`src/rtl/core/pbcd_pkg.sv`:
```
// ----------------------------------------------------------------------------
// pbcd_pkg
// Shared widths, limits and types for the packed BCD to binary unit.
// ----------------------------------------------------------------------------
package pbcd_pkg;

   localparam int BYTE_W     = 8;
   localparam int NIB_W      = 4;
   localparam int VALUE_W    = 54;
   localparam int COUNT_W    = 5;
   localparam int BYTE_COUNT = 8;

   // At most two digits per byte are folded in.
   localparam logic [COUNT_W-1:0] MAX_DIGITS = COUNT_W'(2 * BYTE_COUNT);

   // Nibbles of this value or more are not decimal digits.
   localparam logic [NIB_W-1:0] DIGIT_LIMIT = NIB_W'(10);

   // Running state of one digit run.
   typedef struct packed {
      logic [VALUE_W-1:0] acc;
      logic [COUNT_W-1:0] count;
      logic               stopped;
   } run_state_type;

endpackage

```
`src/rtl/core/pbcd_fold.sv`:
```
// ----------------------------------------------------------------------------
// pbcd_fold
// Folds one BCD nibble into the running state: acc * 10 + digit.
// ----------------------------------------------------------------------------
module pbcd_fold (
   input  pbcd_pkg::run_state_type      run_cur,
   input  logic                         clear,
   input  logic                         skip_mode,
   input  logic [pbcd_pkg::NIB_W-1:0]   nibble,
   output pbcd_pkg::run_state_type      run_next
);

   pbcd_pkg::run_state_type  base;
   logic [pbcd_pkg::VALUE_W-1:0] acc_x10;

   always_comb begin
      base = clear ? '0 : run_cur;
   end

   // acc * 8 + acc * 2 + digit, kept to the value width.
   assign acc_x10 = {base.acc[pbcd_pkg::VALUE_W-4:0], 3'b000}
                  + {base.acc[pbcd_pkg::VALUE_W-2:0], 1'b0}
                  + {{(pbcd_pkg::VALUE_W-pbcd_pkg::NIB_W){1'b0}}, nibble};

   always_comb begin
      run_next = base;
      priority if (base.stopped) begin
         run_next = base;
      end else if (nibble >= pbcd_pkg::DIGIT_LIMIT) begin
         run_next.stopped = !skip_mode;
      end else if (base.count >= pbcd_pkg::MAX_DIGITS) begin
         run_next = base;
      end else begin
         run_next.acc   = acc_x10;
         run_next.count = base.count + pbcd_pkg::COUNT_W'(1);
      end
   end

endmodule

```
`src/rtl/core/packed_bcd_to_binary_unit.sv`:
```
// ----------------------------------------------------------------------------
// packed_bcd_to_binary_unit
// Converts a packed BCD number, fed one byte per beat, into binary.
// ----------------------------------------------------------------------------
// Each request beat carries one packed BCD byte, high nibble first. The byte
// is held in a nibble shift register and one digit is folded into a 54-bit
// accumulator per clock (acc * 10 + digit): the high nibble in state HIGH,
// then the low nibble in state LOW. The next beat is taken in the cycle that
// folds the low nibble, so a new byte enters as the last one finishes. A beat
// marked first clears the accumulator, digit count and stop flag before its
// digits are folded; a beat marked last produces one response beat with the
// value and the digit count. When the skip mode bit (mode_ff, written via
// the CSR port) is 0, the first non-decimal nibble ends the run until the
// next first beat; when it is 1, such nibbles are passed over. At most 16
// digits are folded in. Responses sit in an output register; if a last beat
// completes while an earlier response is still waiting, the unit holds that
// result and stalls the request side until the response register frees up.
// ----------------------------------------------------------------------------
module packed_bcd_to_binary_unit (
   input  logic                           clock,
   input  logic                           reset,

   input  logic                           csr_wr_en,
   input  logic                           csr_wr_data,

   input  logic                           req_valid,
   output logic                           req_ready,
   input  logic [pbcd_pkg::BYTE_W-1:0]    req_bcd_byte,
   input  logic                           req_first_byte,
   input  logic                           req_last_byte,

   output logic                           rsp_valid,
   input  logic                           rsp_ready,
   output logic [pbcd_pkg::VALUE_W-1:0]   rsp_binary_value,
   output logic [pbcd_pkg::COUNT_W-1:0]   rsp_digit_total
);

   // IDLE waits for a beat, HIGH folds the high nibble, LOW folds the low
   // nibble (and may take the next beat), HOLD waits to hand off a result.
   typedef enum logic [1:0] {
      IDLE,
      HIGH,
      LOW,
      HOLD
   } state_type;

   state_type                      state_ff,  state_in;
   logic [pbcd_pkg::BYTE_W-1:0]    byte_ff,   byte_in;
   logic                           first_ff,  first_in;
   logic                           last_ff,   last_in;
   logic                           mode_ff;
   pbcd_pkg::run_state_type        run_ff,    run_in;
   logic                           rsp_valid_ff, rsp_valid_in;
   logic [pbcd_pkg::VALUE_W-1:0]   rsp_value_ff, rsp_value_in;
   logic [pbcd_pkg::COUNT_W-1:0]   rsp_count_ff, rsp_count_in;

   pbcd_pkg::run_state_type        fold_next;
   logic                           out_free;
   logic                           accept;

   // The fold unit always works on the top nibble of the shift register.
   pbcd_fold u_fold (
      .run_cur   (run_ff),
      .clear     (state_ff == HIGH && first_ff),
      .skip_mode (mode_ff),
      .nibble    (byte_ff[pbcd_pkg::BYTE_W-1 -: pbcd_pkg::NIB_W]),
      .run_next  (fold_next)
   );

   assign out_free = !rsp_valid_ff || rsp_ready;

   // A beat can enter when idle, or while the low nibble is folded unless
   // that nibble ends a number whose result cannot be stored yet.
   always_comb begin
      unique case (state_ff)
         IDLE:    req_ready = 1'b1;
         LOW:     req_ready = !last_ff || out_free;
         default: req_ready = 1'b0;
      endcase
   end

   assign accept = req_valid && req_ready;

   always_comb begin
      state_in     = state_ff;
      byte_in      = byte_ff;
      first_in     = first_ff;
      last_in      = last_ff;
      run_in       = run_ff;
      rsp_valid_in = rsp_valid_ff && !rsp_ready;
      rsp_value_in = rsp_value_ff;
      rsp_count_in = rsp_count_ff;

      unique case (state_ff)
         IDLE: begin
            if (accept) begin
               state_in = HIGH;
            end
         end
         HIGH: begin
            run_in   = fold_next;
            byte_in  = {byte_ff[pbcd_pkg::BYTE_W-pbcd_pkg::NIB_W-1:0],
                        {pbcd_pkg::NIB_W{1'b0}}};
            state_in = LOW;
         end
         LOW: begin
            run_in = fold_next;
            if (last_ff && out_free) begin
               rsp_valid_in = 1'b1;
               rsp_value_in = fold_next.acc;
               rsp_count_in = fold_next.count;
            end
            if (last_ff && !out_free) begin
               state_in = HOLD;
            end else if (accept) begin
               state_in = HIGH;
            end else begin
               state_in = IDLE;
            end
         end
         HOLD: begin
            if (out_free) begin
               rsp_valid_in = 1'b1;
               rsp_value_in = run_ff.acc;
               rsp_count_in = run_ff.count;
               state_in     = IDLE;
            end
         end
         default: state_in = IDLE;
      endcase

      if (accept) begin
         byte_in  = req_bcd_byte;
         first_in = req_first_byte;
         last_in  = req_last_byte;
      end
   end

   // Control state is reset; the payload registers carry no reset.
   always_ff @(posedge clock) begin
      if (reset) begin
         state_ff     <= IDLE;
         run_ff       <= '0;
         mode_ff      <= 1'b0;
         rsp_valid_ff <= 1'b0;
      end else begin
         state_ff     <= state_in;
         run_ff       <= run_in;
         rsp_valid_ff <= rsp_valid_in;
         if (csr_wr_en) begin
            mode_ff <= csr_wr_data;
         end
      end
      byte_ff      <= byte_in;
      first_ff     <= first_in;
      last_ff      <= last_in;
      rsp_value_ff <= rsp_value_in;
      rsp_count_ff <= rsp_count_in;
   end

   assign rsp_valid        = rsp_valid_ff;
   assign rsp_binary_value = rsp_value_ff;
   assign rsp_digit_total  = rsp_count_ff;

endmodule

```
`config.mk`:
```
export PLATFORM = sky130hd
export DESIGN_NAME = packed_bcd_to_binary_unit
export DESIGN_NICKNAME = d
export VERILOG_FILES = /design/src/rtl/core/pbcd_pkg.sv /design/src/rtl/core/pbcd_fold.sv /design/src/rtl/core/packed_bcd_to_binary_unit.sv
export SDC_FILE = /design/constraint.sdc
export NUM_CORES = 1
export LEC_CHECK = 0
export BUFFER_PORTS_ARGS = -buffer_cell sky130_fd_sc_hd__buf_4
export CORE_ASPECT_RATIO = 1.75
export CORE_UTILIZATION = 62
export CTS_CLUSTER_DIAMETER = 150
export DETAILED_ROUTE_END_ITERATION = 8
export HOLD_SLACK_MARGIN = 0.02
export PLACE_DENSITY = 0.82
export SYNTH_ARGS = -nofsm -noshare
export SYNTH_HDL_FRONTEND = slang
export SYNTH_HIERARCHICAL = 1
export SYNTH_SLANG_ARGS = --single-unit
```
`constraint.sdc`:
```
create_clock -name clock -period 6.3 [get_ports clock]
set_clock_uncertainty 0.2 [all_clocks]
set_input_delay 0.945 -clock clock [delete_from_list [all_inputs] [get_ports clock]]
set_output_delay 0.945 -clock clock [all_outputs]
set_load 0.01 [all_outputs]
```
==> results.txt <==
The flow ran to the end, and the final reports show no timing, DRC or antenna violations. The floorplan step defined a core boundary enclosing approximately 16000 µm². The count of flip-flops with a built-in enable after synthesis came out at 69.

The critical path class is reg -> reg. The design draws approximately 3.0 mW. The number of global-route vias before repair came out at 8625.

The via count normalized by instance count came out at roughly 6.4. In the synthesized netlist the dominant register cell turns out to be sky130_fd_sc_hd__edfxtp_1. The antenna violation net count after detailed routing came out at 0. The wire length of the first global-routing pass came out at around 42 mm. In this run, synthesis produced a sequential element count of between 100 and 150. The CTS buffer count came out at 17. The die outline area came out at between 15000 and 20000 µm². The final-report max-slew violation count came out at 0. The clock input transition at the sequential cells of the worst setup and hold paths came out at around 0.06 ns. The number of nets in the synthesized netlist is approximately 1200. The root buffer cell is sky130_fd_sc_hd__clkbuf_16.

The number of nets in the layout is ~1200. In this run the post-CTS setup repair buffer count came out at 0. The total of endpoints with negative setup slack in the final report is 0. The share of layout cells above drive strength 1 came out at about 19%. The depth of the worst hold-timing path is 2. The worst setup path is launched from a flop.

The launch point of the worst reg-to-reg path is state_ff[1]. The cell count after synthesis came out at roughly 1100. The total number of vias came out at about 8500.

The core utilization of the finished layout is a little under three quarters. The overflow left after global routing is 0. The placed wire-length estimate is between 15 and 20 mm. The portion of the post-synthesis area used by sequential elements came out at between 30% and 40%. Compared with the post-synthesis result, the final layout area differs by 12.0%.

The worst setup path is captured at a flop. By count the netlist is led by sky130_fd_sc_hd__nor2_1 (132), sky130_fd_sc_hd__ha_1 (107), sky130_fd_sc_hd__nand2_1 (71), sky130_fd_sc_hd__edfxtp_1 (69), sky130_fd_sc_hd__mux2i_1 (66). The startpoint identified for the worst hold timing path is run_ff[16]. Setup slack on the worst reg-to-reg path comes out at 1.16 ns.

The die span in y is about 170 µm. The worst path meets setup with roughly 1.2 ns of slack. The initial antenna violation count is 0. Timing analysis after detailed placement gives a worst setup slack of roughly 1.3 ns.

Sorting the synthesized cells by area gives the leading types as sky130_fd_sc_hd__edfxtp_1 (20%), sky130_fd_sc_hd__ha_1 (13%), sky130_fd_sc_hd__dfxtp_1 (13%). The diode insertion count for antenna repair came out at 0. The mean cell area of the mapped netlist is between 9 and 10 µm². The boundary pin count came out at 77. The number of hold-repair buffers added at the cts stage came out at 0. The class of the most critical hold timing path is reg -> reg.

The maximum buffer depth of the clock tree came out at 2. TritonCTS built the clock tree. The number of distinct library cells after synthesis came out at between 70 and 80. The final weighted congestion in routability-driven placement is 0.955. The number of H-tree levels is 4. The count of instances resized after the clock tree is built is 0. The end of the worst hold path is run_ff[16]. The clock network latency to the later pin of the worst-skew pair came out at roughly 0.43 ns. The number of optimization iterations in the first detailed-route pass came out at 5. The number of max-capacitance violations reported is 0. The number of hold-slack violations in the final timing report was 0.

The total track usage is between 30% and 40%. In this run the worst path has a maximum fanout of 20. The area share of the largest cell type after synthesis is about 20%.

On the final layout, the worst hold slack is 0.314 ns. The detail-routed net length per standard cell came out at approximately 19 µm. For this run, the number of Yosys warnings is 6.

The top cell type by total area after synthesis is sky130_fd_sc_hd__edfxtp_1. The maximum number of pins on one net before global-route repair is 65. The minimum period implied by the final worst setup slack came out at a little over 5 ns. The number of buffer cells added on primary ports came out at between 70 and 80. The relative max-transition margin came out at between 20% and 30%. Dividing total power by cell area gives a power density of 265 nW/µm².

The data required time of the worst path came out at about 6.3 ns. The peak supply drop is between 0.2 and 0.25 mV. Static timing analysis puts the maximum clock frequency at 0.195 GHz. The number of cell instances on the worst register-to-register path is 18. The endpoint identified for the worst register-to-register timing path is rsp_binary_value[25]. The overall routed net length is approximately 26 mm. The floorplan step set the die width to 98.8 µm. The data arrival time at the worst-slack endpoint is slightly above 5 ns. For the final routed database, the setup TNS stands at 0 ns. In the finished design, the share of the clock period the worst path needs comes to between 80% and 90%. The pin slew with the least headroom to its limit came out at approximately 1.1 ns.

The initial utilization of the core area, before any placement, comes to 63.7%. The first routing iteration left between 400 and 500 violations. The summed instance area of the synthesized netlist is 10200 µm². The number of design rule violations left after detail routing came out at 0. The clock net in this run drives a total of between 100 and 150 sinks.

The standard-cell row count came out at slightly above 60. Setup repair after global routing left no endpoint under its margin. The most common cell in the netlist is sky130_fd_sc_hd__nor2_1. The fraction of synthesis flops using an asynchronous set or reset pin is 0%. In this run the static leakage power is between 5 and 6 nW.
## state kept, by name, indices dropped and copies added, names as in the netlist
name and flops:
run_ff 60, rsp_binary_value 54, byte_ff 8, rsp_digit_total 5, state_ff 2, first_ff 1
last_ff 1, mode_ff 1, rsp_valid 1
## worst max-delay path by stage
stage | to | start | cells after the start | slack [ns]
after detailed placement | rsp_binary_value[53] | state_ff[1] | 18 | 1.27
after CTS | rsp_binary_value[48] | state_ff[1] | 18 | 1.22
after global routing | rsp_binary_value[48] | state_ff[1] | 18 | 0.81
final | rsp_binary_value[25] | state_ff[1] | 18 | 1.16
after global placement | rsp_binary_value[36] | state_ff[1] | 18 | 1.43
after floorplan | rsp_binary_value[53] | state_ff[1] | 19 | 1.65
## stage by stage
| stage | cells | area (µm²) |
|---|---|---|
| finish | 1324 | 11400 |
| global route | 1324 | 11400 |
| CTS | 1324 | 11400 |
| detailed placement | 1292 | 10800 |
| global placement | 1292 | 10800 |
| floorplan | 1086 | 10200 |
## logic make-up after synthesis
kind of cell / Yosys count / synth area share [%]
XOR/XNOR: 47 / 4.05
flip-flops: 133 / 33.0
AO/OA/AOI/OAI: 240 / 16.5
buffers and inverters: 115 / 4.51
AND/OR/NAND/NOR: 313 / 14.9
adder cells (fa/ha/maj): 109 / 13.6
multiplexers: 129 / 13.5
## cell type report
type / instances / area [µm²]
Clock buffer: 17 / 425
Multi-Input combinational cell: 838 / 6380
Sequential cell: 133 / 3350
Fill cell: 1239 / 4570
Clock inverter: 15 / 179
Timing Repair Buffer: 82 / 616
Tap cell: 189 / 236
Inverter: 50 / 188
## cell usage in the layout, fill, tap and decap left out, types with 10 or more instances in the layout
master / netlist / routed
sky130_fd_sc_hd__clkbuf_16: 0 / 17
sky130_fd_sc_hd__nand3_1: 11 / 11
sky130_fd_sc_hd__mux2_2: 63 / 63
sky130_fd_sc_hd__inv_1: 49 / 49
sky130_fd_sc_hd__xor2_1: 22 / 22
sky130_fd_sc_hd__buf_4: 0 / 82
sky130_fd_sc_hd__dfxtp_1: 64 / 64
sky130_fd_sc_hd__o21ai_0: 41 / 41
sky130_fd_sc_hd__edfxtp_1: 69 / 69
sky130_fd_sc_hd__a21oi_1: 62 / 61
sky130_fd_sc_hd__nand4_1: 16 / 16
sky130_fd_sc_hd__xnor2_1: 25 / 25
sky130_fd_sc_hd__nor2b_1: 27 / 27
sky130_fd_sc_hd__nor2_1: 132 / 129
sky130_fd_sc_hd__a31oi_1: 10 / 10
sky130_fd_sc_hd__a21o_1: 21 / 20
sky130_fd_sc_hd__nand2_1: 71 / 71
sky130_fd_sc_hd__ha_1: 107 / 105
sky130_fd_sc_hd__o32ai_1: 27 / 27
sky130_fd_sc_hd__mux2i_1: 66 / 66
## critical path, stage by stage, from the launching register on
cell and delay [ns]:
sky130_fd_sc_hd__dfxtp_1 0.34, sky130_fd_sc_hd__inv_1 0.15, sky130_fd_sc_hd__ha_1 0.18, sky130_fd_sc_hd__and2_2 0.41
sky130_fd_sc_hd__clkinv_1 0.36, sky130_fd_sc_hd__nand2_1 0.22, sky130_fd_sc_hd__fa_1 0.44, sky130_fd_sc_hd__inv_1 0.12
sky130_fd_sc_hd__ha_1 0.14, sky130_fd_sc_hd__a21oi_1 0.07, sky130_fd_sc_hd__and4b_1 0.29, sky130_fd_sc_hd__nor3b_1 0.07
sky130_fd_sc_hd__o31ai_2 0.36, sky130_fd_sc_hd__a21oi_2 0.16, sky130_fd_sc_hd__o31ai_1 0.54, sky130_fd_sc_hd__a21oi_1 0.19
sky130_fd_sc_hd__xor2_1 0.21, sky130_fd_sc_hd__o32ai_1 0.12, sky130_fd_sc_hd__mux2_2 0.33
## where the power goes
part           internal [mW]  leakage (nW)  switching (mW)  total [mW]
Clock                  0.624         0.286           0.406        1.03
Sequential              1.03          1.17          0.0464        1.08
Combinational          0.329          3.58           0.582       0.912
Total                   1.99          5.04            1.03        3.02
## metal layers
layer | vias to the layer above | track usage (%) | part of all wire (%)
li1 | 4030 | - | -
met1 | 4063 | 32.8 | 38
met5 | - | 0 | 0
met3 | 99 | 4.84 | 4.0
met4 | 0 | 18.4 | 5.1
met2 | 295 | 58.2 | 53
(Power assumes the default switching activity.)
